--- config.mk ---
export PLATFORM = sky130hd
export DESIGN_NAME = gbvs_exp_rom
export DESIGN_NICKNAME = d
export VERILOG_FILES = /design/src/hw/rtl/gbvs_exp_rom.sv
export SDC_FILE = /design/constraint.sdc
export NUM_CORES = 1
export LEC_CHECK = 0
export BUFFER_PORTS_ARGS = -buffer_cell sky130_fd_sc_hd__buf_2
export CAP_MARGIN = 20
export CORE_ASPECT_RATIO = 1.25
export CORE_MARGIN = 2
export CORE_UTILIZATION = 30
export CTS_BUF_LIST = sky130_fd_sc_hd__clkbuf_4 sky130_fd_sc_hd__clkbuf_8 sky130_fd_sc_hd__clkbuf_16
export CTS_CLUSTER_DIAMETER = 40
export DETAILED_ROUTE_END_ITERATION = 7
export PLACE_DENSITY = 0.42
export SLEW_MARGIN = 10
export SYNTH_ARGS = -nofsm -noshare
export SYNTH_HDL_FRONTEND = slang
export SYNTH_SLANG_ARGS = --single-unit
--- constraint.sdc ---
create_clock -name clk -period 3.4 [get_ports clk]
set_clock_uncertainty 0.15 [all_clocks]
set_input_delay 0.34 -clock clk [delete_from_list [all_inputs] [get_ports clk]]
set_output_delay 0.34 -clock clk [all_outputs]
set_load 0.01 [all_outputs]
--- src/hw/rtl/gbvs_exp_rom.sv ---
`default_nettype none
module gbvs_exp_rom #(
  parameter int TABLE_BITS = 8
) (
  input  wire logic                  clk,
  input  wire logic [TABLE_BITS-1:0] idx_i,
  output logic [15:0]                factor_o
);

  localparam int SIZE = 1 << TABLE_BITS;

  function automatic logic [SIZE*16-1:0] build_table();
    logic [63:0]        t;
    logic signed [63:0] s;
    logic [63:0]        q;
    logic [64:0]        acc;
    logic [64:0]        r;
    logic [127:0]       prod;
    logic [SIZE*16-1:0] tab;
    logic [63:0]        num;
    logic [63:0]        quo;
    logic [63:0]        rem;
    t = 64'd1 << 32;
    s = 64'sd4294967296;
    for (int n = 1; n <= 30; n++) begin
      // long division of the shifted term by n
      num = t >> (TABLE_BITS - 4);
      quo = '0;
      rem = '0;
      for (int b = 63; b >= 0; b--) begin
        rem = {rem[62:0], num[b]};
        if (rem >= 64'(n)) begin
          rem    = rem - 64'(n);
          quo[b] = 1'b1;
        end
      end
      t = quo;
      if (n[0]) s = s - $signed(t);
      else s = s + $signed(t);
    end
    q = s;
    acc = 65'd1 << 32;
    for (int k = 0; k < SIZE; k++) begin
      r = (acc + 65'd32768) >> 16;
      tab[k*16 +: 16] = (r > 65'd65535) ? 16'hFFFF : r[15:0];
      prod = {63'd0, acc} * {64'd0, q} + 128'h8000_0000;
      acc = prod[96:32];
    end
    return tab;
  endfunction

  localparam logic [SIZE*16-1:0] TAB = build_table();

  logic [15:0] factor_r;

  always_ff @(posedge clk) begin
    factor_r <= TAB[idx_i*16 +: 16];
  end

  assign factor_o = factor_r;

endmodule
`default_nettype wire

==> results of run 1 <==
stage by stage:
| step | power [mW] | area [um^2] |
|---|---|---|
| 2_1_floorplan | 0.481 | 2820 |
| 3_3_place_gp | 0.631 | 3060 |
| 3_5_place_dp | 0.618 | 3060 |
| 4_1_cts | 0.879 | 3150 |
| 5_1_grt | 0.930 | 3150 |
| 6_report | 0.888 | 3150 |
per-layer routing:
| layer | wire length (um) | vias up | GRT usage |
|---|---|---|---|
| met1 | 5020 | 1628 | 0.323 |
| li1 | - | 1597 | - |
| met3 | 1240 | 63 | 0.0262 |
| met4 | 874 | 0 | 0.144 |
| met2 | 6030 | 295 | 0.418 |
| met5 | 0 | - | 0 |
layout by cell type, fill, tap and decap left out, types with 5 or more instances in the layout:
cell       Yosys  final
a221oi_1       5      5
nor3_1        13     13
ha_1          13     13
nor2b_1       19     19
nand2b_1      16     16
o2111ai_1      5      5
nor2_1        32     32
a31oi_1        6      6
inv_1          9      9
o211ai_1      17     17
or3_1          5      5
o221ai_1       6      6
a21oi_1       39     39
o31ai_1        8      8
o21ai_0       36     36
o311ai_0       9      9
dfxtp_1       16     16
a211oi_1      13     13
buf_2         15     24
nand2_1       36     36
nand3_1       15     15
buf_4          2     17
power by group through the flow:
| stage | combinational [mW] | sequential (mW) | clock (mW) |
|---|---|---|---|
| after floorplan | 0.260 | 0.220 | 0 |
| after global placement | 0.419 | 0.211 | 0 |
| after detailed placement | 0.407 | 0.211 | 0 |
| after CTS | 0.409 | 0.207 | 0.264 |
| after global routing | 0.451 | 0.208 | 0.270 |
| final | 0.424 | 0.207 | 0.258 |
worst max-delay path: stages:
cell and delay (ns):
buf_2 0.13, inv_1 0.18, ha_1 0.44, or2_2 0.24, o21ai_0 0.10, mux4_2 0.49
o221a_1 0.25, a2111oi_2 0.34
area by class of cell:
class / instances / area (um^2)
timing repair buffer: 43 / 288
inverter: 10 / 37.5
tap: 123 / 154
clock buffer: 4 / 88.8
fill: 999 / 5970
multi-input combinational: 351 / 2260
sequential: 16 / 320
how the worst max path moves through the flow:
stage                  end  slack, ns  cells past startpoint
3_3_place_gp   factor_o[5]       0.78                      8
6_report       factor_o[5]       0.88                      8
5_1_grt        factor_o[5]       0.72                      8
2_1_floorplan  factor_o[3]       0.82                      9
3_5_place_dp   factor_o[5]       0.64                      8
4_1_cts        factor_o[5]       0.91                      8
logic make-up after synthesis:
logic type / after synthesis / share of synthesized area
AOI/OAI and AO/OA: 170 / 0.407
and+or+nand+nor: 158 / 0.285
buffers and inverters: 55 / 0.0826
DFF: 16 / 0.114
adders and majority gates: 13 / 0.0578
muxes: 9 / 0.0502
xor gates and xnor gates: 1 / 0.00311
==> flow_metrics.tcl, run 1 <==
set metrics [dict create \
    clkPwrFrac 0.290 \
    combinationalPowerShare 0.477 \
    maxCapViolCount 0 \
    number_of_nets_in_the_layout 447 \
    grt_overflow 0 \
    cp.required_ns 3.39 \
    setup_slack_ns 0.881 \
    post-dp-hpwl_mm 9.46 \
    finalSetupTns_ns 0 \
    synth.distinct_cells 58 \
    worst_ep_arrival_time_ns 2.51 \
    postCtsSetupBuffers 0 \
    crit_path_start_kind "input pin" \
    grt_setup_unrepaired "false" \
    criticalPathCategory "input pin to flop" \
    dieWidth_um 90.7 \
    vias_in_the_first_global_route 3350 \
    outcome "finished, final reports clean" \
    min_delay_path_depth 2 \
    groute.usage.overall 0.254 \
    synthToLayoutAreaGrowth_pct 11.9 \
    clock_sinks 16 \
    fin_util 0.345 \
    holdPathEnd "factor_o[5]" \
    clk_pin_slew_ns 0.05 \
    power_report.internal_total_mw 0.528 \
    floorplan.initialDensity 0.309 \
    drtAntennaViolNets 0 \
    die-height_um 112 \
    cp_max_fo 12 \
    global_route_wire_length_before_repair_mm 20.1 \
    dpl_worst_slack_ns 0.642 \
    num_io_pins 25 \
    synthesis.instances 422 \
    detail_route.vias_per_cell 6.55 \
    slew_violations 0 \
    drt-pass1-iter-count 8 \
    fin_worst_hold_slack_ns 0.263 \
    timing.slew.headroom 0.515 \
    avgRoutedWirePerCell_um 24.1 \
    finalHoldViolations 0 \
    most_frequent_cell_after_synthesis "a21oi_1" \
    buffer_ports.inserted 24 \
    setup_viol 0 \
    numPlacedInstances 543 \
    antenna_cells_inserted 0 \
    clock-root-buffer "clkbuf_16" \
    timing.final.crit_share 0.741 \
    grt_start_max_net_pins 102 \
    post_detailed_route_drc_marker_count 0 \
    worstHoldStart "idx_i[7]" \
    final_cells 547 \
    ys_seq_elements 16 \
    detailroute.via_count 3583 \
    synth_enable_flop_cells 0 \
    p_seq_frac 0.233 \
    vdd_drop_max_mv 0.135 \
    yosys_top_cell_by_area "dfxtp_1" \
    main_area_contributors_after_synthesis "dfxtp_1 11%, a21oi_1 6.9%, o21ai_0 6.4%" \
    synth-seq-area-share 0.114 \
    ys.flop_type "dfxtp_1" \
    power_switching_share 0.405 \
    critical_path.endpoint_type "flop" \
    core_um2 9130 \
    synthTopCellsByCount "39 x a21oi_1, 36 x nand2_1, 36 x o21ai_0" \
    power.leakage_nw 1.23 \
    async_reset_ff_frac 0 \
    largest_register_ffs 16 \
    cts-resized-gates 0 \
    synth.avg_cell_area_um2 6.67 \
    fraction_of_layout_instances_using_a_drive_strength_above_1 0.142 \
    synth_fp_nets 444 \
    total_detailed_routing_wirelength_mm 13.2 \
    min-delay-path-class "input pin to flop" \
    power.net_switching_mw 0.360 \
    layout_min_cycle_time_ns 2.52 \
    worst-slew-pin-transition_ns 0.724 \
    power_density_nw_per_um2 282 \
    die_footprint_um2 10200 \
    holdBufCountCts 0 \
    yosys.area.top_type_share 0.114 \
    tritoncts.num_buffers 3 \
    count_of_standard_cell_rows 39 \
    cts-htree-levels 1 \
    gp_congestion 0.959 \
    post_synth_instance_area_um2 2820 \
    detailedRoute.firstIterationViolations 804 \
    max_freq_mhz 397 \
    antenna_violations_before_repair 0 \
    cts_tree "yes" \
    synthesis.yosys.warnings 0 \
    ctsLongestPathBuffers 2 \
    worstSetupStartpoint "idx_i[0]" \
]
(Power assumes the default switching activity.)
==> run 2, diff against run 1 <==
--- a/config.mk
+++ b/config.mk
@@ -13,7 +13,7 @@
 export CTS_BUF_LIST = sky130_fd_sc_hd__clkbuf_4 sky130_fd_sc_hd__clkbuf_8 sky130_fd_sc_hd__clkbuf_16
 export CTS_CLUSTER_DIAMETER = 40
 export DETAILED_ROUTE_END_ITERATION = 7
-export PLACE_DENSITY = 0.42
+export PLACE_DENSITY = 0.43
 export SLEW_MARGIN = 10
 export SYNTH_ARGS = -nofsm -noshare
 export SYNTH_HDL_FRONTEND = slang
==> constraint.sdc (replaced) <==
create_clock -name clk -period 2.03 [get_ports clk]
set_clock_uncertainty 0.15 [all_clocks]
set_input_delay 0.203 -clock clk [delete_from_list [all_inputs] [get_ports clk]]
set_output_delay 0.203 -clock clk [all_outputs]
set_load 0.01 [all_outputs]
==> run 2 against run 1 <==
Worst hold slack got worse by 0.14 ns. Wire length rose by 9.4%. Via count rose by 9.7%. Largest cell class unchanged.
==> flow_metrics.tcl, run 2 (synthesis gave the netlist of run 1 again) <==
set metrics [dict create \
    cts_tree "yes" \
    tritoncts.num_buffers 3 \
    worstHoldStart "idx_i[7]" \
    grt_setup_unrepaired "false" \
    detailroute.via_count 3931 \
    total_detailed_routing_wirelength_mm 14.4 \
    groute.usage.overall 0.278 \
    largest_register_ffs 16 \
    fill_cells 956 \
    number_of_nets_in_the_layout 537 \
    fin_util 0.431 \
    clkPwrFrac 0.268 \
    num_io_pins 25 \
    vias_in_the_first_global_route 3772 \
    worst-slew-pin-transition_ns 0.565 \
    count_of_standard_cell_rows 39 \
    core_um2 9130 \
    met2_length_mm 6.51 \
    floorplan.initialDensity 0.309 \
    grt_start_max_net_pins 46 \
    critical-path-top-cell-by-count "buf_4" \
    outcome "finished, final reports clean" \
    antenna_cells_inserted 0 \
    clk_pin_slew_ns 0.06 \
    crit_chain "buf_2, buf_4, ha_1, buf_4, buf_4, nand2_1, nand2_1, o221a_2, o31ai_1, buf_4, a22oi_1" \
    crit_path_start_kind "input pin" \
    timing.final.crit_share 0.945 \
    clock-root-buffer "clkbuf_16" \
    dieWidth_um 90.7 \
    worst_path_max_delay_cell "o31ai_1" \
    detailedRoute.firstIterationViolations 662 \
    holdPathEnd "factor_o[6]" \
    dr.max_layer_used "met4" \
    cp.required_ns 2.02 \
    die-height_um 112 \
    post-dp-hpwl_mm 11.1 \
    power.leakage_nw 1.69 \
    most_common_cell_after_layout_fill_and_taps_aside "buf_4" \
    setup_viol 0 \
    holdBufCountCts 0 \
    wl_met1_mm 5.58 \
    fraction_of_layout_instances_using_a_drive_strength_above_1 0.307 \
    power_report.internal_total_mw 1.02 \
    report.power.total_mw 1.69 \
    criticalPathCategory "input pin to flop" \
    avgRoutedWirePerCell_um 22.6 \
    buffer_ports.inserted 24 \
    cp_max_fo 7 \
    die_footprint_um2 10200 \
    ctsLongestPathBuffers 2 \
    drtAntennaViolNets 0 \
    max_freq_mhz 521 \
    finalHoldViolations 0 \
    fin_worst_hold_slack_ns 0.125 \
    vdd_drop_max_mv 0.280 \
    clock_sinks 16 \
    timing.slew.headroom 0.619 \
    min_delay_path_depth 2 \
    most_frequent_cells_in_the_layout "103 x buf_4, 38 x a21oi_1, 36 x o21ai_0, 36 x nand2_1, 32 x nor2_1" \
    worst_ep_arrival_time_ns 1.91 \
    slew_violations 0 \
    cts-htree-levels 1 \
    maxCapViolCount 0 \
    gp_congestion 1.01 \
    grt_overflow 0 \
    power_density_nw_per_um2 429 \
    p_seq_frac 0.208 \
    power.net_switching_mw 0.665 \
    cp_slowest_stage_delay_ns 0.31 \
    power_switching_share 0.394 \
    dr_wl_met3_mm 1.28 \
    layout_min_cycle_time_ns 1.92 \
    critical_path.endpoint_type "flop" \
    antenna_violations_before_repair 0 \
    global_route_wire_length_before_repair_mm 22.1 \
    postLayoutCellArea_um2 3930 \
    synthToLayoutAreaGrowth_pct 39.6 \
    placement.cell_area_um2 3830 \
    post_detailed_route_drc_marker_count 0 \
    drt-pass1-iter-count 6 \
    min-delay-path-class "input pin to flop" \
    detail_route.vias_per_cell 6.17 \
    combinationalPowerShare 0.525 \
]
[run 2: power groups by stage]
stage                     logic [mW]  registers (mW)  clock network, mW
after floorplan                0.452           0.369                  0
after global placement         0.866           0.358                  0
after detailed placement       0.858           0.357                  0
after CTS                      0.863           0.350              0.445
after global routing           0.943           0.351              0.462
final                          0.885           0.350              0.452
[run 2: area by class of cell]
class                   count  area (um^2)  area share
repair buffers            133         1010       0.258
clock buffers               4         88.8      0.0226
inverters                  10         43.8      0.0111
well taps                 123          154      0.0391
flip-flops and latches     16          320      0.0815
multi-input cells         351         2310       0.588
[run 2: repair_timing]
item                       4_1_cts  5_1_grt
buffers inserted                 0        0
gates cloned                     0        0
gates resized for setup          1        2
pin swaps                        0        0
setup endpoints to repair        1        1
[run 2: worst max-delay path by stage]
| stage | cells after the start | from | end | slack [ns] |
|---|---|---|---|---|
| after global routing | 8 | idx_i[1] | factor_o[3] | 0.0006 |
| after global placement | 9 | idx_i[1] | factor_o[2] | -0.18 |
| after floorplan | 8 | idx_i[1] | factor_o[3] | -0.05 |
| after detailed placement | 9 | idx_i[1] | factor_o[2] | -0.31 |
| after CTS | 9 | idx_i[1] | factor_o[2] | 0.06 |
| final | 11 | idx_i[1] | factor_o[9] | 0.11 |
[run 2: per-layer routing]
metal / vias up / global-route usage
met5: - / 0
met4: 0 / 0.160
met3: 78 / 0.0510
met2: 274 / 0.458
met1: 1792 / 0.338
li1: 1787 / -
[run 2: stage by stage]
step | worst slack, ns | cells | TNS (ns)
final | 0.112 | 637 | 0
after global routing | 0.000610 | 637 | 0
after CTS | 0.0585 | 637 | 0
after detailed placement | -0.311 | 633 | -1.02
after global placement | -0.177 | 633 | -0.750
after floorplan | -0.0526 | 422 | -0.0526
[run 2: critical path: cells and delay by family]
family	cells	cell delay, ns
AOI/OAI and AO/OA	3	0.63
adders and majority gates	1	0.19
and+or+nand+nor	2	0.16
buffers and inverters	5	0.73
==> run 3, diff against run 2 <==
--- a/config.mk
+++ b/config.mk
@@ -7,13 +7,15 @@
 export LEC_CHECK = 0
 export BUFFER_PORTS_ARGS = -buffer_cell sky130_fd_sc_hd__buf_2
 export CAP_MARGIN = 20
+export CELL_PAD_IN_SITES_DETAIL_PLACEMENT = 1
+export CELL_PAD_IN_SITES_GLOBAL_PLACEMENT = 2
 export CORE_ASPECT_RATIO = 1.25
 export CORE_MARGIN = 2
 export CORE_UTILIZATION = 30
 export CTS_BUF_LIST = sky130_fd_sc_hd__clkbuf_4 sky130_fd_sc_hd__clkbuf_8 sky130_fd_sc_hd__clkbuf_16
 export CTS_CLUSTER_DIAMETER = 40
 export DETAILED_ROUTE_END_ITERATION = 7
-export PLACE_DENSITY = 0.43
+export PLACE_DENSITY = 0.72
 export SLEW_MARGIN = 10
 export SYNTH_ARGS = -nofsm -noshare
 export SYNTH_HDL_FRONTEND = slang
==> run 3 against run 2 <==
Setup slack worse by 0.067 ns. Combinational power is 6.4% higher. First-iteration DRC count decreased by 53%. Worst hold slack gained 0.043 ns. Clock-buffer cell count is the same. Flip-flop and latch count unchanged. Cell count is the same. Global-route usage up 4.0 points. Wire length rose by 13%. Non-clock buffer count is the same. Utilization rose by 1.0 points. Largest power group unchanged.
==> flow_metrics.tcl, run 3 (synthesis gave the netlist of run 1 again) <==
set metrics [dict create \
    outcome "finished, final reports clean" \
    dieWidth_um 90.7 \
    ctsLongestPathBuffers 2 \
    floorplan.initialDensity 0.309 \
    finalSetupTns_ns 0 \
    groute.usage.overall 0.317 \
    postLayoutCellArea_um2 4020 \
    cts-htree-levels 1 \
    num_io_pins 25 \
    cp.required_ns 2.01 \
    worst_path_max_delay_cell "mux4_2" \
    most_frequent_cells_in_the_layout "100 x buf_4, 39 x a21oi_1, 35 x o21ai_0, 35 x nand2_1, 31 x nor2_1" \
    critical_path.endpoint_type "flop" \
    multiInputGateArea_um2 2370 \
    buffer_ports.inserted 24 \
    antenna_violations_before_repair 0 \
    placement.cell_area_um2 3810 \
    sequential_cell_area_um2 320 \
    grt_setup_unrepaired "true" \
    power_density_nw_per_um2 432 \
    tritoncts.num_buffers 3 \
    timing.slew.headroom 0.614 \
    worst-path-buf-inv 2 \
    most_common_cell_after_layout_fill_and_taps_aside "buf_4" \
    clk_pin_slew_ns 0.06 \
    cp_max_fo 6 \
    drt-pass1-iter-count 5 \
    number_of_nets_in_the_layout 537 \
    fraction_of_layout_instances_using_a_drive_strength_above_1 0.327 \
    final_cells 637 \
    worst_ep_arrival_time_ns 1.96 \
    gp_congestion 1.03 \
    post-dp-hpwl_mm 12.4 \
    crit_path_start_kind "input pin" \
    cp_slowest_stage_delay_ns 0.48 \
    power.leakage_nw 1.70 \
    detailroute.via_count 4081 \
    die_footprint_um2 10200 \
    fill_cells 1214 \
    worst-slew-pin-transition_ns 0.571 \
    vdd_drop_max_mv 0.262 \
    criticalPathCategory "input pin to flop" \
    layout_min_cycle_time_ns 1.98 \
    finalHoldViolations 0 \
    max_freq_mhz 504 \
    antenna_cells_inserted 0 \
    post_detailed_route_drc_marker_count 0 \
    crit_chain "buf_2, inv_4, ha_1, nand2b_1, o21ai_1, mux4_2, a211oi_2, o221ai_1" \
    avgRoutedWirePerCell_um 25.5 \
    cts_tree "yes" \
    maxCapViolCount 0 \
    worstHoldStart "idx_i[7]" \
    clock_sinks 16 \
    min-delay-path-class "input pin to flop" \
    report.power.total_mw 1.74 \
    slew_violations 0 \
    global_route_wire_length_before_repair_mm 24.9 \
    grt_overflow 0 \
    core_um2 9130 \
    detail_route.vias_per_cell 6.41 \
    total_detailed_routing_wirelength_mm 16.3 \
    worstSetupStartpoint "idx_i[0]" \
    critPathTopFamily "compound AO/OA/AOI/OAI gates" \
    timing.final.crit_share 0.978 \
    grt_start_max_net_pins 52 \
    numPlacedInstances 628 \
    vias_in_the_first_global_route 4218 \
    synthToLayoutAreaGrowth_pct 42.9 \
    largest_register_ffs 16 \
    setup_viol 0 \
    detailedRoute.firstIterationViolations 310 \
    drtAntennaViolNets 0 \
    die-height_um 112 \
    clock-root-buffer "clkbuf_16" \
    holdBufCountCts 0 \
    count_of_standard_cell_rows 39 \
]
run 3: report_power, final:
| part | total, mW | internal, mW | leakage [nW] | switching, mW |
|---|---|---|---|---|
| Sequential | 0.350 | 0.341 | 0.132 | 0.00892 |
| Clock | 0.448 | 0.300 | 0.0442 | 0.148 |
| Combinational | 0.942 | 0.396 | 1.52 | 0.546 |
run 3: tightest hold or removal path, delay by kind of cell:
kind                   cells  cell delay (ns)
buffers and inverters      2             0.27
AOI/OAI and AO/OA          1             0.05
run 3: timing repair:
action / 4_1_cts / 5_1_grt
pin swaps: 0 / 3
setup endpoints to repair: 2 / 8
buffers inserted: 2 / 3
gates cloned: 0 / 0
resized for setup: 1 / 21
run 3: cell type report:
type	instances	share of cell area
Multi-Input combinational cell	351	0.590
Tap cell	123	0.0382
Timing Repair Buffer	133	0.259
Sequential cell	16	0.0796
Clock buffer	4	0.0221
Inverter	10	0.0109
run 3: final timing paths:
kind | endpoint | slack [ns] | depth (start not counted)
max | factor_o[3] | 0.05 | 8
min | factor_o[5] | 0.17 | 3
run 3: layer usage:
| metal | up-vias | part of all wire | wire length (um) | track usage |
|---|---|---|---|---|
| li1 | 1773 | - | - | - |
| met1 | 1987 | 0.38 | 6230 | 0.386 |
| met2 | 236 | 0.46 | 7520 | 0.516 |
| met3 | 85 | 0.076 | 1240 | 0.0483 |
| met4 | 0 | 0.078 | 1270 | 0.213 |
| met5 | - | 0 | 0 | 0 |
run 3: through the flow:
step | utilization | setup WS (ns) | hold slack [ns]
floorplan | - | -0.0526 | 0.122
global placement | 0.418 | -0.293 | 0.434
detailed placement | 0.418 | -0.365 | 0.432
CTS | 0.429 | 0.0117 | 0.172
global route | 0.441 | -0.0562 | 0.193
finish | 0.441 | 0.0455 | 0.168
