$ cat src/hw/rtl/gbvs_pkg.sv
`default_nettype none
package gbvs_pkg;

  localparam logic [1:0] REQ_CLEAR = 2'd0;
  localparam logic [1:0] REQ_SHAPE = 2'd1;
  localparam logic [1:0] REQ_VEL   = 2'd2;
  localparam logic [1:0] REQ_QUERY = 2'd3;

  localparam logic [1:0] STAT_OK      = 2'd0;
  localparam logic [1:0] STAT_FULL    = 2'd1;
  localparam logic [1:0] STAT_SAT     = 2'd2;
  localparam logic [1:0] STAT_NOSHAPE = 2'd3;

  // quotient bits of one half term, a term of 2^20 or more is out of range
  localparam int QBITS = 20;
  localparam int SUM_W = 40;

  typedef struct packed {
    logic               valid;
    logic               last;
    logic               fail;
    logic signed [15:0] intensity;
  } item_ctl_t;

endpackage
`default_nettype wire

$ cat src/hw/rtl/gbvs_div_cell.sv
`default_nettype none
module gbvs_div_cell #(
  parameter int REM_W = 55,
  parameter int BIT   = 0
) (
  input  wire logic                                  clk,
  input  wire logic                                  rst_n,
  input  wire gbvs_pkg::item_ctl_t                   ctl_i,
  input  wire logic [2:0][REM_W-1:0]                 rem_i,
  input  wire logic [2:0][31:0]                      den_i,
  input  wire logic [2:0][gbvs_pkg::QBITS-1:0]       quo_i,
  output gbvs_pkg::item_ctl_t                        ctl_o,
  output logic [2:0][REM_W-1:0]                      rem_o,
  output logic [2:0][31:0]                           den_o,
  output logic [2:0][gbvs_pkg::QBITS-1:0]            quo_o
);
  import gbvs_pkg::*;

  item_ctl_t               ctl_r;
  logic [2:0][REM_W-1:0]   rem_r, rem_nxt;
  logic [2:0][31:0]        den_r;
  logic [2:0][QBITS-1:0]   quo_r, quo_nxt;
  logic [2:0][REM_W-1:0]   trial;

  // one restoring division step per axis
  always_comb begin
    for (int a = 0; a < 3; a++) begin
      trial[a]   = REM_W'(den_i[a]) << BIT;
      rem_nxt[a] = rem_i[a];
      quo_nxt[a] = quo_i[a];
      if (rem_i[a] >= trial[a]) begin
        rem_nxt[a] = rem_i[a] - trial[a];
        quo_nxt[a] = quo_i[a] | (QBITS'(1) << BIT);
      end
    end
  end

  always_ff @(posedge clk) begin
    if (!rst_n) begin
      ctl_r.valid <= 1'b0;
    end else begin
      ctl_r <= ctl_i;
    end
  end

  always_ff @(posedge clk) begin
    rem_r <= rem_nxt;
    den_r <= den_i;
    quo_r <= quo_nxt;
  end

  assign ctl_o = ctl_r;
  assign rem_o = rem_r;
  assign den_o = den_r;
  assign quo_o = quo_r;

endmodule
`default_nettype wire

$ cat config.mk
export PLATFORM = sky130hd
export DESIGN_NAME = gbvs_div_cell
export DESIGN_NICKNAME = d
export VERILOG_FILES = /design/src/hw/rtl/gbvs_pkg.sv /design/src/hw/rtl/gbvs_div_cell.sv
export SDC_FILE = /design/constraint.sdc
export NUM_CORES = 1
export LEC_CHECK = 0
export BUFFER_PORTS_ARGS = -buffer_cell sky130_fd_sc_hd__buf_4
export CORE_AREA = 8 8 256 258
export DETAILED_ROUTE_END_ITERATION = 10
export DIE_AREA = 0 0 264 266
export GPL_ROUTABILITY_DRIVEN = 0
export PLACE_DENSITY = 0.56
export SYNTH_ARGS = -nofsm -noshare
export SYNTH_HDL_FRONTEND = slang
export SYNTH_SLANG_ARGS = --single-unit
$ cat constraint.sdc
create_clock -name clk -period 4.2 [get_ports clk]
set_input_delay 0.21 -clock clk [delete_from_list [all_inputs] [get_ports clk]]
set_output_delay 0.21 -clock clk [all_outputs]
set_load 0.03 [all_outputs]
==> impl_summary.log, run 1 <==
[metrics] pins over their slew limit: 0
[metrics] initial antenna violation count: 16
[metrics] number of distinct library cell variants in the gate-level netlist after synthesis: 80
[metrics] count of nets left with antenna violations after detail routing: 0
[metrics] number of nets in the layout: 3,210
[metrics] cell with the largest stage delay on the worst path: sky130_fd_sc_hd__dlygate4sd3_1
[metrics] switching power: 3.515 mW
[metrics] longest individual stage delay on the worst path: 0.63 ns
[metrics] async set-or-reset flop fraction in the synthesized netlist: 0
[metrics] part of the power in registers: 0.353
[metrics] ranking of synthesized cells by area: sky130_fd_sc_hd__dfxtp_1 41%, sky130_fd_sc_hd__ha_1 7.7%, sky130_fd_sc_hd__xor2_1 4.8%, sky130_fd_sc_hd__a21oi_1 4.3%, sky130_fd_sc_hd__nand2_1 4.1%
[metrics] number of buffers added by the clock tree synthesis step: 41
[metrics] Post-synth top cells: 322 x sky130_fd_sc_hd__dfxtp_1, 171 x sky130_fd_sc_hd__nand2_1, 134 x sky130_fd_sc_hd__a21oi_1
[metrics] sort of element at the start of the critical path: primary input
[metrics] most common cell in the netlist: sky130_fd_sc_hd__dfxtp_1
[metrics] fraction of power spent switching nets: 0.3317
[metrics] Residual DRC: 0
[metrics] slew of the pin with the lowest slew margin: 0.7992 ns
[metrics] cells along the critical path: dlygate4sd3_1 > buf_4 > inv_1 > ha_2 > inv_1 > fa_1 > nand3_1 > a21oi_1 > or3_1 > a211oi_1 > nor2_1 > nand3_1 > o21ai_0 > a2111oi_2 > xor2_1 > dlygate4sd3_1
[metrics] DRC violation total after the first TritonRoute iteration: 1,009
[metrics] status: finished clean
[metrics] destination of the worst hold path: quo_o[10]
[metrics] post-synth net total: 2,164
[metrics] hold path depth: 2
[metrics] type of the worst setup path: primary input to flip-flop
[metrics] CTS root buffer: sky130_fd_sc_hd__clkbuf_16
[metrics] worst setup slack after placement: 0.5180 ns
[metrics] post-synthesis instance area: 0.01556 mm^2
[metrics] placeable core area: 0.06126 mm^2
[metrics] final-report setup violation count: 0
[metrics] Starting Density: 0.2541
[metrics] sequential share of the synthesized area: 0.4489
[metrics] maximum number of pins on one net before global-route repair: 60
[metrics] Internal Dissipation: 7.084 mW
[metrics] Worst EP arrival: 4.47 ns
[metrics] DRT Pass-1 Iters: 5
[metrics] kind of capture point of the worst setup path: flip-flop
[metrics] number of flops mapped to enable cells by yosys: 18
[metrics] worst hold margin: 0.2844 ns
[metrics] source of the worst hold timing path: quo_i[10]
[metrics] top cell family by delay on the critical path: buffers and inverters
[metrics] final hold viol count: 0
[metrics] post-synthesis instance total: 1,723
[metrics] post-placement cell area: 0.02155 mm^2
[metrics] biggest fanout along the worst timing path: 4
[metrics] number of top-level pins: 682
[metrics] global-route usage over all layers: 0.2139
[metrics] clock slew seen by the registers of the worst setup and hold paths: 0.06 ns
[metrics] first-pass GRT wire length: 115.6 mm
[metrics] clock share of power: 0.343
[metrics] post-DR vias/cell: 4.719
[metrics] detailed placement HPWL: 64.23 mm
[metrics] standard-cell row count: 91
[metrics] cell type with the largest total area after synthesis: sky130_fd_sc_hd__dfxtp_1
[metrics] Hold WC Path Type: primary input to flip-flop
[metrics] normalized max-slew margin: 0.4656
[metrics] data required time at the worst endpoint: 4.65 ns
[metrics] wire per inst: 21.91 um
[metrics] Total Routed Length: 78.91 mm
[metrics] via count of the first global-routing pass: 18,050
[metrics] count of clock tree sinks: 340
[metrics] clock tree from TritonCTS: yes
[metrics] portion of synthesized cell area occupied by the leading cell type: 0.4142
[metrics] Worst Slack Setup Final: 0.1823 ns
[metrics] power density relative to cell area: 397.4 mW/mm^2
[metrics] worst path bufs/invs: 5
[metrics] synthesis-stage register bit count: 340
[metrics] Final period util: 0.9566
[metrics] combinational power share: 0.304
[metrics] maximum frequency from static timing analysis: 0.2489 GHz
[metrics] Clock H-tree levels: 2
[metrics] mean cell area of the mapped netlist: 9.032 um^2
[metrics] total negative slack: 0 ns
[metrics] total chip power: 10.60 mW
[metrics] warning count from the yosys run: 0
[metrics] clk buf depth: 3
[metrics] overall die area: 0.07022 mm^2
[metrics] layout cells sized above 1: 0.2895
[metrics] maximum resistive drop on vdd: 0.0003356 V
[metrics] Die W: 264 um
[metrics] unrepaired setup endpoints after global routing: false
[metrics] GR Overflow Total: 0
[metrics] time the final worst path needs with I/O delays and setup: 4.018 ns
[metrics] number of vias in the routed layout: 16,990
[metrics] die outline height: 266 um
[metrics] total non-filler cell area in the finished layout: 0.02667 mm^2
[metrics] Area Growth Syn to Fin: 71.39%
[metrics] Top FF cell, synth: sky130_fd_sc_hd__dfxtp_1
[metrics] number of max-cap violations: 0
[metrics] count of buffers inserted at the top-level ports: 681
[metrics] reported leakage power: 12.07 nW
## metrics by stage
step,utilization,std cells
global route,0.4353,3599
detailed placement,0.3518,3149
floorplan,-,1723
CTS,0.4340,3589
global placement,0.3518,3149
finish,0.4354,3601
## final cells by class
class                      instances  area (um^2)
antenna                           10        25.02
clock buffer                      54         1126
multi-input combinational       1209         7945
clock inverter                    21        256.5
timing repair buffer            1059         8901
tap                              790        988.4
fill                            5805        34580
inverter                         118        442.9
sequential                       340         6987
## cells in the final DEF (no fill, tap or decap), types with 8 or more instances in the layout
| master | count |
|---|---|
| sky130_fd_sc_hd__diode_2 | 10 |
| sky130_fd_sc_hd__a21oi_1 | 133 |
| sky130_fd_sc_hd__clkbuf_1 | 9 |
| sky130_fd_sc_hd__dfxtp_1 | 322 |
| sky130_fd_sc_hd__xor2_1 | 86 |
| sky130_fd_sc_hd__o21ai_0 | 111 |
| sky130_fd_sc_hd__nand2_1 | 171 |
| sky130_fd_sc_hd__clkbuf_16 | 42 |
| sky130_fd_sc_hd__edfxtp_1 | 18 |
| sky130_fd_sc_hd__nand4b_1 | 8 |
| sky130_fd_sc_hd__o31ai_1 | 10 |
| sky130_fd_sc_hd__nand3_1 | 31 |
| sky130_fd_sc_hd__inv_1 | 117 |
| sky130_fd_sc_hd__a21o_1 | 40 |
| sky130_fd_sc_hd__clkinv_2 | 8 |
| sky130_fd_sc_hd__buf_4 | 691 |
| sky130_fd_sc_hd__nor2_1 | 132 |
| sky130_fd_sc_hd__mux2_2 | 9 |
| sky130_fd_sc_hd__o21a_1 | 14 |
| sky130_fd_sc_hd__nor2b_1 | 14 |
| sky130_fd_sc_hd__o21bai_1 | 11 |
| sky130_fd_sc_hd__a31oi_1 | 11 |
| sky130_fd_sc_hd__nand4_1 | 35 |
| sky130_fd_sc_hd__ha_1 | 95 |
| sky130_fd_sc_hd__a211oi_1 | 11 |
| sky130_fd_sc_hd__dlygate4sd3_1 | 365 |
| sky130_fd_sc_hd__xnor2_1 | 70 |
| sky130_fd_sc_hd__nand2b_1 | 14 |
| sky130_fd_sc_hd__nor4_1 | 18 |
| sky130_fd_sc_hd__nor3_1 | 43 |
| sky130_fd_sc_hd__or3_1 | 17 |
| sky130_fd_sc_hd__and3_1 | 11 |
## power groups by stage
stage / Combinational [mW] / Sequential [mW] / Clock [mW]
after floorplan: 0.873 / 4.48 / 0
after global placement: 2.90 / 3.81 / 0
after detailed placement: 2.91 / 3.81 / 0
after CTS: 3.22 / 3.75 / 3.74
after global routing: 3.41 / 3.77 / 3.88
final: 3.22 / 3.74 / 3.64
## flip-flops by register name, indices dropped and copies added (netlist names)
signal  flops
ctl_o      19
rem_o     165
quo_o      60
den_o      96
## worst max-delay path by stage
stage	end	cells after the start	start	slack, ns
final	rem_o[156]	16	rem_i[110]	0.18
after global routing	rem_o[163]	14	den_i[67]	0.008
after CTS	rem_o[163]	14	rem_i[110]	0.04
after detailed placement	rem_o[164]	13	den_i[64]	0.52
after global placement	rem_o[164]	14	rem_i[110]	0.63
after floorplan	rem_o[163]	13	den_i[88]	1.38
## metal layers
| layer | GRT usage | part of all wire |
|---|---|---|
| met2 | 0.4212 | 0.54 |
| met3 | 0.06237 | 0.075 |
| met4 | 0.05396 | 0.025 |
| met1 | 0.2179 | 0.36 |
| met5 | 0 | 0.00062 |
## kinds of logic after synthesis
kind of cell               synth area share
AOI/OAI and AO/OA                    0.1546
xor gates and xnor gates            0.08780
adders and majority gates           0.08104
buffers and inverters               0.04406
DFF                                  0.4489
muxes                              0.006512
and+or+nand+nor                      0.1770
## timing repair
action / in CTS / in global routing
resized for setup: 0 / 9
endpoints found under the setup margin: 0 / 10
hold endpoints to repair: 358 / 0
hold buffers: 365 / 0
buffers inserted: 0 / 2
Power figures use the tool's default switching activity.
==> inputs of run 2 (changes only) <==
--- a/config.mk
+++ b/config.mk
@@ -11,6 +11,7 @@
 export DIE_AREA = 0 0 264 266
 export GPL_ROUTABILITY_DRIVEN = 0
 export PLACE_DENSITY = 0.56
+export RECOVER_POWER = 100
 export SYNTH_ARGS = -nofsm -noshare
 export SYNTH_HDL_FRONTEND = slang
 export SYNTH_SLANG_ARGS = --single-unit
==> impl_summary.log, run 2 (synthesis results as in run 1) <==
[metrics] maximum frequency from static timing analysis: 0.2494 GHz (+0.20%)
[metrics] pins over their slew limit: 0 (unchanged)
[metrics] final-report setup violation count: 0 (unchanged)
[metrics] Worst EP arrival: 4.52 ns (+0.05 ns)
[metrics] number of max-cap violations: 0 (unchanged)
[metrics] type of the worst setup path: primary input to flip-flop
[metrics] biggest fanout along the worst timing path: 16 (+12)
[metrics] DRT Pass-1 Iters: 5 (unchanged)
[metrics] maximum number of pins on one net before global-route repair: 60 (unchanged)
[metrics] slew of the pin with the lowest slew margin: 1.149 ns (+0.3498 ns)
[metrics] number of vias in the routed layout: 16,940 (-0.30%)
[metrics] overall die area: 0.07022 mm^2 (unchanged)
[metrics] number of cells in the design after placement: 3,149 (unchanged)
[metrics] GR Overflow Total: 0 (unchanged)
[metrics] busiest metal layer after global routing: met2
[metrics] via count of the first global-routing pass: 18,050 (unchanged)
[metrics] global-route usage over all layers: 0.2139 (unchanged)
[metrics] initial antenna violation count: 16 (unchanged)
[metrics] Final period util: 0.9547 (-0.001944)
[metrics] maximum resistive drop on vdd: 0.0003372 V (+0.48%)
[metrics] detailed placement HPWL: 64.23 mm (unchanged)
[metrics] first element of the critical path: rem_i[97]
[metrics] standard-cell row count: 91 (unchanged)
[metrics] Hold WC Path Type: primary input to flip-flop
[metrics] power density relative to cell area: 409.1 mW/mm^2 (+2.9%)
[metrics] reported leakage power: 10.56 nW (-13%)
[metrics] commonest cells after routing, fill and taps aside: 414 x sky130_fd_sc_hd__clkbuf_1, 365 x sky130_fd_sc_hd__dlygate4sd3_1, 322 x sky130_fd_sc_hd__dfxtp_1
[metrics] Largest register FFs: 165 (unchanged)
[metrics] wire per inst: 21.79 um (-0.58%)
[metrics] die outline height: 266 um (unchanged)
[metrics] layout cells sized above 1: 0.1421 (-0.1474)
[metrics] count of clock tree sinks: 340 (unchanged)
[metrics] Die W: 264 um (unchanged)
[metrics] source of the worst hold timing path: quo_i[33]
[metrics] number of top-level pins: 682 (unchanged)
[metrics] clk buf depth: 3 (unchanged)
[metrics] unrepaired setup endpoints after global routing: false
[metrics] count of buffers inserted at the top-level ports: 681 (unchanged)
[metrics] data required time at the worst endpoint: 4.71 ns (+0.06 ns)
[metrics] routing usage on met3: 0.06237 (unchanged)
[metrics] final hold viol count: 0 (unchanged)
[metrics] time the final worst path needs with I/O delays and setup: 4.010 ns (-0.008164 ns)
[metrics] sort of element at the start of the critical path: primary input
[metrics] layout filler cell count: 6,308 (+8.7%)
[metrics] clock tree from TritonCTS: yes
[metrics] status: finished clean
[metrics] met2 GRT Util: 0.4212 (unchanged)
[metrics] clock slew seen by the registers of the worst setup and hold paths: 0.06 ns (about the same)
[metrics] Clock H-tree levels: 2 (unchanged)
[metrics] met1 Track Usage GR: 0.2179 (unchanged)
[metrics] worst hold margin: 0.3011 ns (+0.01672 ns)
[metrics] Starting Density: 0.2541 (unchanged)
[metrics] number of buffers added by the clock tree synthesis step: 41 (unchanged)
[metrics] Residual DRC: 0 (unchanged)
[metrics] kind of capture point of the worst setup path: flip-flop
[metrics] normalized max-slew margin: 0.2340 (-0.2315)
[metrics] Total Routed Length: 78.45 mm (-0.58%)
[metrics] number of nets in the layout: 3,210 (unchanged)
[metrics] post-layout instance count excluding filler cells: 3,601 (unchanged)
[metrics] placeable core area: 0.06126 mm^2 (unchanged)
[metrics] Final Core Density: 0.4094 (-0.02606)
[metrics] commonest non-fill, non-tap cell in the layout: sky130_fd_sc_hd__clkbuf_1
[metrics] first-pass GRT wire length: 115.6 mm (unchanged)
[metrics] Area Growth Syn to Fin: 61.13%
[metrics] post-DR vias/cell: 4.705 (-0.30%)
[metrics] total negative slack: 0 ns (unchanged)
[metrics] CTS root buffer: sky130_fd_sc_hd__clkbuf_16
[metrics] Worst Slack Setup Final: 0.1904 ns (+0.008164 ns)
[metrics] DRC violation total after the first TritonRoute iteration: 987 (-2.2%)
[metrics] worst setup slack after placement: 0.5180 ns (unchanged)
[metrics] count of nets left with antenna violations after detail routing: 0 (unchanged)
-- run 2: cell type report --
cell class	instances	area, um^2	area share
Antenna cell	10	25.02	0.0009980
Sequential cell	340	6987	0.2786
Tap cell	790	988.4	0.03942
Clock inverter	21	256.5	0.01023
Timing Repair Buffer	1059	7342	0.2928
Multi-Input combinational cell	1209	7908	0.3154
Inverter	118	442.9	0.01766
Clock buffer	54	1126	0.04491
-- run 2: through the flow --
stage	power, mW	instance area (um^2)
after detailed placement	6.720	21550
after floorplan	5.352	15560
after CTS	10.71	26580
after global routing	10.73	25070
after global placement	6.715	21550
final	10.26	25080
-- run 2: path summary, 6_finish.rpt --
check | slack (ns) | cells past startpoint | end
setup / recovery | 0.19 | 13 | rem_o[99]
hold / removal | 0.30 | 2 | quo_o[33]
-- run 2: timing repair --
action                                  in CTS  in global routing
setup buffers                                0                  2
hold endpoints to repair                   358                  0
hold buffers                               365                  0
endpoints found under the setup margin       0                 10
gates resized for setup                      0                  9
-- run 2: routing by layer --
| layer | wire, um | share of wire | up-vias |
|---|---|---|---|
| li1 | - | - | 8115 |
| met5 | 49 | 0.00062 | - |
| met3 | 5911 | 0.075 | 123 |
| met1 | 28260 | 0.36 | 7964 |
| met4 | 2196 | 0.028 | 8 |
| met2 | 42030 | 0.54 | 731 |
-- run 2: critical path: stages --
cell,delay [ns]
sky130_fd_sc_hd__dlygate4sd3_1,0.56
sky130_fd_sc_hd__clkbuf_1,0.15
sky130_fd_sc_hd__or4_4,0.54
sky130_fd_sc_hd__or4_1,0.47
sky130_fd_sc_hd__or3_1,0.38
sky130_fd_sc_hd__nor3_2,0.23
sky130_fd_sc_hd__nand4_1,0.21
sky130_fd_sc_hd__nor3_4,0.61
sky130_fd_sc_hd__nor4_2,0.10
sky130_fd_sc_hd__buf_4,0.20
sky130_fd_sc_hd__nand4b_1,0.14
sky130_fd_sc_hd__xnor2_1,0.14
sky130_fd_sc_hd__dlygate4sd3_1,0.56
-- run 2: power by group --
part,switching (mW),internal [mW]
clock network,1.48,2.16
registers,0.123,3.61
logic,1.90,0.993
==> inputs of run 3 (changes only) <==
--- a/config.mk
+++ b/config.mk
@@ -6,11 +6,11 @@
 export NUM_CORES = 1
 export LEC_CHECK = 0
 export BUFFER_PORTS_ARGS = -buffer_cell sky130_fd_sc_hd__buf_4
-export CORE_AREA = 8 8 256 258
+export CORE_AREA = 8 8 261 263
 export DETAILED_ROUTE_END_ITERATION = 10
-export DIE_AREA = 0 0 264 266
+export DIE_AREA = 0 0 269 271
 export GPL_ROUTABILITY_DRIVEN = 0
-export PLACE_DENSITY = 0.56
+export PLACE_DENSITY = 0.55
 export RECOVER_POWER = 100
 export SYNTH_ARGS = -nofsm -noshare
 export SYNTH_HDL_FRONTEND = slang
==> constraint.sdc (replaced) <==
create_clock -name clk -period 5.03 [get_ports clk]
set_input_delay 0.2515 -clock clk [delete_from_list [all_inputs] [get_ports clk]]
set_output_delay 0.2515 -clock clk [all_outputs]
set_load 0.03 [all_outputs]
==> impl_summary.log, run 3 (synthesis results as in run 1) <==
[metrics] number of nets in the layout: 3,191 (-0.59%)
[metrics] Area Growth Syn to Fin: 60.69%
[metrics] biggest fanout along the worst timing path: 7 (-9)
[metrics] status: finished clean
[metrics] count of nets left with antenna violations after detail routing: 0 (unchanged)
[metrics] number of buffers added by the clock tree synthesis step: 41 (unchanged)
[metrics] sort of element at the start of the critical path: primary input
[metrics] number of hold buffers added after CTS: 354 (-3.0%)
[metrics] kind of capture point of the worst setup path: flip-flop
[metrics] Worst EP arrival: 4.95 ns (+0.43 ns)
[metrics] source of the worst hold timing path: quo_i[7]
[metrics] wire per inst: 21.37 um (-1.9%)
[metrics] Crit. path cell count: 14 (+1)
[metrics] initial antenna violation count: 14 (-2)
[metrics] normalized max-slew margin: 0.1973 (-0.03671)
[metrics] Clock H-tree levels: 2 (unchanged)
[metrics] placeable core area: 0.06388 mm^2 (+4.3%)
[metrics] Internal Dissipation: 5.748 mW (-15%)
[metrics] count of buffers inserted at the top-level ports: 681 (unchanged)
[metrics] destination of the worst hold path: quo_o[7]
[metrics] cells along the critical path: dlygate4sd3_1 > clkbuf_1 > inv_1 > ha_1 > a21oi_1 > and2_1 > nand3_1 > a31oi_1 > a21oi_1 > a22o_1 > or4b_1 > nor4_1 > xor2_1 > dlygate4sd3_1
[metrics] combinational power share: 0.277 (-0.005)
[metrics] Total Routed Length: 77.92 mm (-0.68%)
[metrics] Residual DRC: 0 (unchanged)
[metrics] number of max-cap violations: 0 (unchanged)
[metrics] part of the power in registers: 0.358 (-0.006)
[metrics] unrepaired setup endpoints after global routing: false
[metrics] number of top-level pins: 682 (unchanged)
[metrics] pins over their slew limit: 0 (unchanged)
[metrics] count of clock tree sinks: 340 (unchanged)
[metrics] maximum resistive drop on vdd: 0.0002777 V (-18%)
[metrics] top cell family by delay on the critical path: compound AO/OA/AOI/OAI gates
[metrics] GR Overflow Total: 0 (unchanged)
[metrics] hold path depth: 2 (unchanged)
[metrics] Hold WC Path Type: primary input to flip-flop
[metrics] DRC violation total after the first TritonRoute iteration: 1,150 (+17%)
[metrics] DRT Pass-1 Iters: 6 (+1)
[metrics] switching power: 2.937 mW (-16%)
[metrics] maximum number of pins on one net before global-route repair: 64 (+6.7%)
[metrics] post-layout instance count excluding filler cells: 3,646 (+1.2%)
[metrics] type of the worst setup path: primary input to flip-flop
[metrics] via count of the first global-routing pass: 18,150 (+0.54%)
[metrics] post-CTS setup buffer count: 0 (unchanged)
[metrics] fraction of power spent switching nets: 0.3382 (-0.002876)
[metrics] die outline height: 271 um (+1.9%)
[metrics] PostCTS Resize Cnt: 0 (unchanged)
[metrics] number of cells in the design after placement: 3,208 (+1.9%)
[metrics] first-pass GRT wire length: 113.0 mm (-2.3%)
[metrics] cell with the largest stage delay on the worst path: sky130_fd_sc_hd__or4b_1
[metrics] final hold viol count: 0 (unchanged)
[metrics] detailed placement HPWL: 63.55 mm (-1.1%)
[metrics] total chip power: 8.685 mW (-15%)
[metrics] number of vias in the routed layout: 16,950 (+0.059%)
[metrics] overall die area: 0.07290 mm^2 (+3.8%)
[metrics] commonest cells after routing, fill and taps aside: 401 x sky130_fd_sc_hd__clkbuf_1, 354 x sky130_fd_sc_hd__dlygate4sd3_1, 322 x sky130_fd_sc_hd__dfxtp_1
[metrics] clock share of power: 0.364 (+0.010)
[metrics] Final period util: 0.8960
[metrics] post-DR vias/cell: 4.649 (-1.2%)
[metrics] clock tree from TritonCTS: yes
[metrics] clk buf depth: 3 (unchanged)
[metrics] layout cells sized above 1: 0.1413 (-0.0008268)
[metrics] commonest non-fill, non-tap cell in the layout: sky130_fd_sc_hd__clkbuf_1
[metrics] maximum frequency from static timing analysis: 0.2219 GHz
[metrics] power density relative to cell area: 347.3 mW/mm^2 (-15%)
[metrics] standard-cell row count: 93 (+2.2%)
[metrics] total negative slack: 0 ns (unchanged)
[metrics] longest individual stage delay on the worst path: 0.66 ns (+0.05 ns)
[metrics] slew of the pin with the lowest slew margin: 1.204 ns (+0.05507 ns)
[metrics] clock slew seen by the registers of the worst setup and hold paths: 0.06 ns (about the same)
[metrics] global-route usage over all layers: 0.2032 (-0.01064)
[metrics] data required time at the worst endpoint: 5.47 ns (+0.76 ns)
[metrics] worst path bufs/invs: 4 (unchanged)
[metrics] CTS root buffer: sky130_fd_sc_hd__clkbuf_16
[metrics] Starting Density: 0.2436 (-0.01044)
[metrics] time the final worst path needs with I/O delays and setup: 4.507 ns
[metrics] reported leakage power: 10.53 nW (-0.35%)
[metrics] final-report setup violation count: 0 (unchanged)
[metrics] Die W: 269 um (+1.9%)
[metrics] Largest register FFs: 165 (unchanged)
## run 3: worst max path at each step
stage | endpoint | slack [ns] | start
2_1_floorplan | rem_o[163] | 2.17 | den_i[88]
3_3_place_gp | rem_o[164] | 0.85 | rem_i[110]
3_5_place_dp | rem_o[164] | 0.82 | rem_i[110]
4_1_cts | rem_o[163] | 0.50 | rem_i[116]
5_1_grt | rem_o[163] | 0.20 | den_i[70]
6_report | rem_o[163] | 0.52 | den_i[70]
## run 3: power by group through the flow
stage               clock, mW  combinational, mW  sequential, mW
floorplan                   0              0.729            3.74
global placement            0               2.43            3.18
detailed placement          0               2.44            3.18
CTS                      3.27               2.69            3.13
global route             3.38               2.57            3.14
finish                   3.17               2.41            3.11
## run 3: layer usage
layer / GRT usage / routed length, um / part of all wire / vias to the layer above
li1: - / - / - / 8065
met1: 0.2093 / 27880 / 0.36 / 7908
met2: 0.3812 / 39850 / 0.51 / 822
met3: 0.06369 / 7185 / 0.092 / 146
met4: 0.06955 / 2936 / 0.038 / 10
met5: 0 / 69 / 0.00089 / -
## run 3: cell type report
class                   instances  area [um^2]
fillers                      6593        38880
multi-input cells            1209         7845
repair buffers               1040         7209
flip-flops and latches        340         6987
clock buffers                  54         1136
well taps                     855         1070
inverters                     118        442.9
clock inverters                21        294.0
diodes                          9        22.52
## run 3: stage by stage
step / setup slack, ns / util / area [um^2] / hold WS, ns
after CTS: 0.4958 / 0.4151 / 26520 / 0.04734
final: 0.5233 / 0.3914 / 25010 / 0.3508
after detailed placement: 0.8218 / 0.3373 / 21550 / 0.3570
after global routing: 0.1985 / 0.3914 / 25010 / 0.3197
after floorplan: 2.172 / - / 15560 / 0.2792
after global placement: 0.8479 / 0.3373 / 21550 / 0.3560
